[src/hw/rtl/wnpip_pkg.sv]
// ----------------------------------------------------------------------------
// wnpip_pkg
// Shared widths, command and status codes, and the control and status
// bundles between the sequencer and the edge unit.
// ----------------------------------------------------------------------------
package wnpip_pkg;

  // Field widths
  localparam int unsigned CMD_W   = 2;
  localparam int unsigned COORD_W = 32;
  localparam int unsigned ID_W    = 32;
  localparam int unsigned WIND_W  = 9;
  localparam int unsigned STAT_W  = 2;

  // Edge arithmetic widths: coordinate difference and exact product
  localparam int unsigned DIFF_W = COORD_W + 1;
  localparam int unsigned PROD_W = 2 * DIFF_W;

  // Default vertex capacity
  localparam int unsigned MAX_VERT_DEFAULT = 256;

  // Winding output clamp
  localparam int WIND_MAX = 255;
  localparam int WIND_MIN = -256;

  // Commands
  localparam logic [CMD_W-1:0] CMD_NEW    = 2'd0;
  localparam logic [CMD_W-1:0] CMD_APPEND = 2'd1;
  localparam logic [CMD_W-1:0] CMD_TEST   = 2'd2;

  // Result status
  localparam logic [STAT_W-1:0] STATUS_OK    = 2'd0;
  localparam logic [STAT_W-1:0] STATUS_OVF   = 2'd1;
  localparam logic [STAT_W-1:0] STATUS_EMPTY = 2'd2;

  // Sequencer -> edge unit
  typedef struct packed {
    logic load_pt;    // capture test point
    logic load_prev;  // capture current vertex as edge start
    logic load_diff;  // register edge differences and crossing flags
    logic mul_ab;     // product one: (x1-x0)*(py-y0)
    logic mul_cd;     // product two: (px-x0)*(y1-y0)
  } edge_ctl_t;

  // Edge unit -> sequencer
  typedef struct packed {
    logic up;  // upward crossing
    logic dn;  // downward crossing
    logic gt;  // cross product positive
    logic lt;  // cross product negative
  } edge_sts_t;

endpackage

[src/hw/rtl/wnpip_edge.sv]
// ----------------------------------------------------------------------------
// wnpip_edge
// Edge unit: edge differences, one shared 33x33 signed multiplier used
// twice per edge, and the exact sign of the cross product.
// ----------------------------------------------------------------------------
module wnpip_edge
  import wnpip_pkg::*;
(
  input  logic                      clk_i,
  input  edge_ctl_t                 ctl_i,
  input  logic signed [COORD_W-1:0] pt_x_i,
  input  logic signed [COORD_W-1:0] pt_y_i,
  input  logic signed [COORD_W-1:0] vtx_x_i,
  input  logic signed [COORD_W-1:0] vtx_y_i,
  output edge_sts_t                 sts_o
);

  logic signed [COORD_W-1:0] pt_x_q, pt_y_q;
  logic signed [COORD_W-1:0] prev_x_q, prev_y_q;
  logic signed [DIFF_W-1:0]  a_q, b_q, c_q, d_q;
  logic signed [DIFF_W-1:0]  a_d, b_d, c_d, d_d;
  logic                      up_q, dn_q, up_d, dn_d;
  logic signed [DIFF_W-1:0]  op_l, op_r;
  logic signed [PROD_W-1:0]  prod;
  logic signed [PROD_W-1:0]  p1_q, p2_q;
  logic [PROD_W:0]           cross_diff;

  // Edge from prev vertex (x0,y0) to current vertex (x1,y1)
  always_comb begin
    a_d  = {vtx_x_i[COORD_W-1], vtx_x_i} - {prev_x_q[COORD_W-1], prev_x_q};
    b_d  = {pt_y_q[COORD_W-1], pt_y_q} - {prev_y_q[COORD_W-1], prev_y_q};
    c_d  = {pt_x_q[COORD_W-1], pt_x_q} - {prev_x_q[COORD_W-1], prev_x_q};
    d_d  = {vtx_y_i[COORD_W-1], vtx_y_i} - {prev_y_q[COORD_W-1], prev_y_q};
    up_d = (prev_y_q <= pt_y_q) && (vtx_y_i > pt_y_q);
    dn_d = (prev_y_q > pt_y_q) && (vtx_y_i <= pt_y_q);
  end

  // Shared multiplier
  assign op_l = ctl_i.mul_cd ? c_q : a_q;
  assign op_r = ctl_i.mul_cd ? d_q : b_q;
  assign prod = op_l * op_r;

  always_ff @(posedge clk_i) begin
    if (ctl_i.load_pt) begin
      pt_x_q <= pt_x_i;
      pt_y_q <= pt_y_i;
    end
    if (ctl_i.load_diff) begin
      a_q  <= a_d;
      b_q  <= b_d;
      c_q  <= c_d;
      d_q  <= d_d;
      up_q <= up_d;
      dn_q <= dn_d;
    end
    if (ctl_i.load_prev) begin
      prev_x_q <= vtx_x_i;
      prev_y_q <= vtx_y_i;
    end
    if (ctl_i.mul_ab) begin
      p1_q <= prod;
    end
    if (ctl_i.mul_cd) begin
      p2_q <= prod;
    end
  end

  // Sign of p1 - p2, one bit wider so it cannot wrap
  assign cross_diff = {p1_q[PROD_W-1], p1_q} - {p2_q[PROD_W-1], p2_q};

  always_comb begin
    sts_o.up = up_q;
    sts_o.dn = dn_q;
    sts_o.lt = cross_diff[PROD_W];
    sts_o.gt = !cross_diff[PROD_W] && (|cross_diff);
  end

endmodule

[config.mk]
export PLATFORM = sky130hd
export DESIGN_NAME = wnpip_edge
export DESIGN_NICKNAME = d
export VERILOG_FILES = /design/src/hw/rtl/wnpip_pkg.sv /design/src/hw/rtl/wnpip_edge.sv
export SDC_FILE = /design/constraint.sdc
export NUM_CORES = 2
export LEC_CHECK = 0
export BUFFER_PORTS_ARGS = -buffer_cell sky130_fd_sc_hd__buf_2
export CORE_MARGIN = 4
export CORE_UTILIZATION = 40
export DETAILED_ROUTE_END_ITERATION = 10
export GPL_TIMING_DRIVEN = 0
export PLACE_DENSITY = 0.54
export SLEW_MARGIN = 10
export SYNTH_ARGS = -nofsm -noshare
export SYNTH_HDL_FRONTEND = slang
export SYNTH_SLANG_ARGS = --single-unit
[constraint.sdc]
create_clock -name clk_i -period 27 [get_ports clk_i]
set_input_delay 1.35 -clock clk_i [delete_from_list [all_inputs] [get_ports clk_i]]
set_output_delay 1.35 -clock clk_i [all_outputs]
set_load 0.02 [all_outputs]
Word-level counts from Yosys, hierarchy flattened:

Cells that the tools add are included.

* input bits: 134
* output and inout port bits: 4
* memories kept: 0
* bits in latches: 0
* bits in registers: 394
* bits in writable memories: 0
* ROM bits: 0

* multipliers: 1
* bitwise operators: 0
* order comparisons: 4
* equality and inequality tests: 0
* shift-type cells: 0
* $add $sub $neg: 5
* mux-type cells: 2
* divide/modulo/power cells: 0
* reductions and logical operators: 5

Operators by type and width (number)
* $sub A32 B32 Y33: 4
* $reduce_or A67 Y1: 1
* $sub A66 B66 Y67: 1
* $mul A33 B33 Y66: 1
* $mux W33: 2
* $gt A32 B32 Y1: 2
* $le A32 B32 Y1: 2
* $logic_and A1 B1 Y1: 3
* $logic_not A1 Y1: 1

Longest topological paths before layout:

* depth in word-level cells: 3
* gate-level depth with buffers: 35
* mapped depth without buffers: 31

Worst setup path after synthesis:

OpenSTA, ideal clock, no wires.

* path type: input to register
* start point: in ctl_i[0] (netlist name)
* end point: reg p1_q[59] (data pin)
* setup time: 265 ps
* stages: 35
* arrival: 10019 ps
* setup slack: 16716 ps
* path through: clkbuf_1 -> clkbuf_1 -> clkbuf_1 -> buf_1 -> mux2i_1 -> clkbuf_1 -> nor2_1 -> fa_1 -> inv_1 -> fa_1 -> inv_1 -> fa_1 -> inv_1 -> fa_1 -> inv_1 -> fa_1 -> fa_1 -> fa_1 -> inv_1 -> fa_1 -> inv_1 -> ha_1 -> inv_1 -> o21bai_1 -> a21o_1 -> a2111oi_0 -> o211ai_1 -> o21ai_1 -> a31oi_1 -> a41o_1 -> o211ai_1 -> nand2_1 -> a21oi_1 -> o21ai_1 -> xor2_1

* longest elaborated chain between the ends: 2
* elaborated cells on any way between the ends: 3

RTL lines
* from (decl): RTL line wnpip_edge.sv:10 `input edge_ctl_t ctl_i,`
* $mux W33 (on tied branches): RTL line wnpip_edge.sv:39, wnpip_edge.sv:40
* $mul A33 B33 Y66 *: RTL line wnpip_edge.sv:41 `assign prod = op_l * op_r;`
* via prod[59]: RTL line wnpip_edge.sv:24 `logic signed [PROD_W-1:0] prod;`
* to (signal assigned): RTL line wnpip_edge.sv:61 `p1_q <= prod;`
* to (decl): RTL line wnpip_edge.sv:25 `logic signed [PROD_W-1:0] p1_q, p2_q;`

The timed path passes the listed nets; every way through them passes the cells marked *.
A chain may end at the register's enable or synchronous reset.

Worst setup path after layout:

* start point: in ctl_i[0] (netlist name)
* end point: reg p1_q[65] (data pin)

The elaborated chain is that of the path after synthesis.

==> results.py <==
metrics = {
    "run_status": {
        "status": "finished with violations",
        "failed_checks": "max-capacitance violations, max-slew violations",
    },
    "sta": {
        "min_period_over_period_pct": 53.9,
        "skew_ns": 0.0474,
        "fmax_mhz": 68.7,
        "fin_crit_ns": 14.56,
        "finalSetupTns_ns": 0,
        "setup_ws_ns": 12.44,
        "slew_violations": 10,
        "max_slew_margin_pct": -0.0170,
        "rsz0062_at_grt": "false",
        "setup_violations": 0,
        "hold_viol_final": 0,
        "worst_pin_slew_ns": 1.50,
    },
    "grt": {
        "antenna_found_initial": 7,
        "grt_pass1_vias": 48500,
        "grt_pass1_wl_um": 330000,
        "grt_usage_pct": 28.8,
        "grt_max_degree": 90,
        "overflow": 0,
    },
    "placement": {
        "dp_slack_ns": 12.01,
        "hpwl_um": 190000,
        "port_buffers": 137,
        "gp_congestion": 1.04,
    },
    "die": {
        "die-height_um": 400,
        "dieArea_um2": 160000,
        "rows": 143,
        "io_pins": 138,
        "coreArea_um2": 152000,
        "start_util_pct": 40.3,
        "die_w_um": 400,
    },
    "yosys": {
        "synthCells": 6294,
        "ys_warn_count": 0,
        "yosysTopAreaCell": "fa_1",
        "syn_nets": 8022,
        "netlist_area_um2": 61300,
        "synth-seq-cells": 394,
        "synth.top_cell.area_share_pct": 37.5,
        "synth_cell_type_count": 80,
        "synth_edf_count": 394,
        "syn_avg_cell_area_um2": 9.74,
        "netlist_top_cells_area": "fa_1 38%, edfxtp_1 19%, ha_1 9.1%",
        "ys_top_cells_by_count": "1334 x inv_1, 1150 x fa_1, 738 x nor2_1",
        "yosysMostFrequentCell": "inv_1",
        "yosysSeqAreaShare_pct": 19.3,
        "synth_top_flop_cell": "edfxtp_1",
        "synthArstFlopShare_pct": 0,
    },
    "clock_network": {
        "cts_buffer_depth": 3,
        "h-tree-depth": 2,
        "post_cts_buffers": 0,
        "cts.sinks": 394,
        "clk_latency_ns": 0.67,
        "cts.clk_slew.worst_paths_ns": 0.06,
        "cts_buffers": 47,
        "cts_tree": "yes",
        "root_buffer": "clkbuf_16",
        "ctsResizeCount": 0,
        "cts-hold-fix-buffers": 0,
    },
    "critical_path": {
        "path_common_cell": "fa_1",
        "slowest_stage": "clkbuf_1",
        "path_max_fanout": 48,
        "arrival_ns": 14.91,
        "worst-setup-path-type": "in -> reg",
        "critPathMaxStageDelay_ns": 1.06,
        "setup.worst_path.end_class": "flop",
        "reg2regPathDepth": 32,
        "cp-start-kind": "input port",
        "required_ns": 27.35,
    },
    "cells_and_area": {
        "final_layout_size_suffix_gt1_share_pct": 5.84,
        "area_growth_pct": 8.76,
        "fin_nets": 8238,
    },
    "route": {
        "drc": 0,
        "num_vias": 45900,
        "ant_nets": 0,
        "via_per_inst": 5.35,
        "wl_per_cell_um": 26.4,
        "drt-pass1-iter-count": 6,
        "wirelength_um": 226000,
        "dr.first_iter.drc_count": 3958,
    },
    "hold_path": {
        "hp-class": "reg -> reg",
        "hold_path_depth": 2,
    },
    "job": {
        "maxCapViolCount": 1,
    },
}
==> layout by cell type, fill, tap and decap left out, drive strengths merged, types with 54 or more instances in the layout <==
master and n:
mux2i 71, edfxtp 394, a21o 114, buf 196, nor3 54, clkbuf 223, fa 1150, ha 444
nor2 738, inv 1335, nand2 641, xnor2 149, a21oi 207, o21ai 140, mux2 67, xor2 61
==> logic make-up (layout without fill, tap and decap cells) <==
family / count (synthesis) / count (layout) / share of synthesized area, %
flip-flops: 394 / 394 / 19.3
XOR/XNOR: 210 / 210 / 3.00
AO/OA/AOI/OAI: 724 / 724 / 7.69
adder cells (fa/ha/maj): 1594 / 1594 / 46.6
other: 0 / 2 / 0
buffers and inverters: 1533 / 1784 / 9.40
multiplexers: 138 / 138 / 2.39
AND/OR/NAND/NOR: 1701 / 1701 / 11.6
==> metrics by stage <==
stage               area, um2  hold slack (ns)  cells  util, %
floorplan               61300            0.636   6294        -
global route            66700            0.683   8575     43.8
CTS                     66700            0.670   8574     43.8
detailed placement      65200            0.657   8490     42.8
global placement        64500            0.661   8461     42.4
finish                  66700            0.662   8577     43.9
==> worst max-delay path, delay by kind of cell <==
kind	cells	cell delay, ns
adders and majority gates	9	4.62
buffers and inverters	12	4.32
AOI/OAI and AO/OA	6	1.65
and+or+nand+nor	7	1.50
muxes	1	0.77
xor gates and xnor gates	1	0.55
==> per-layer routing <==
layer	routed length [um]	vias up	track usage (%)
li1	-	20200	-
met1	92200	23200	37.6
met2	97900	2055	44.1
met3	21800	499	8.08
met4	14200	8	14.1
met5	161	-	0.554
==> state kept, by name (all words and copies together), names as in the netlist, 33 cells and up <==
signal  count
p1_q       66
p2_q       66
a_q        33
b_q        33
c_q        33
d_q        33
==> layout make-up <==
cell class                      count  area, um2
Multi-Input combinational cell   4367      43900
Inverter                         1335       5010
Buffer                            198        759
Clock inverter                     30        310
Sequential cell                   394      11800
Fill cell                       15000      85400
Clock buffer                       54       1200
Timing Repair Buffer              167       1130
Antenna cell                        2       5.00
Tap cell                         2030       2540
==> final timing paths <==
check	start	end	slack, ns
worst max-delay path	ctl_i[0]	p1_q[65]$_DFFE_PP_	12.44
worst min-delay path	prev_x_q[0]$_DFFE_PP_	c_q[0]$_DFFE_PP_	0.66
worst max register to register	d_q[2]$_DFFE_PP_	p1_q[65]$_DFFE_PP_	15.60
worst min register to register	prev_x_q[0]$_DFFE_PP_	c_q[0]$_DFFE_PP_	0.66
Power is not shown: default switching activity piles up to over one toggle a cycle in this logic, so the estimate is an artifact.
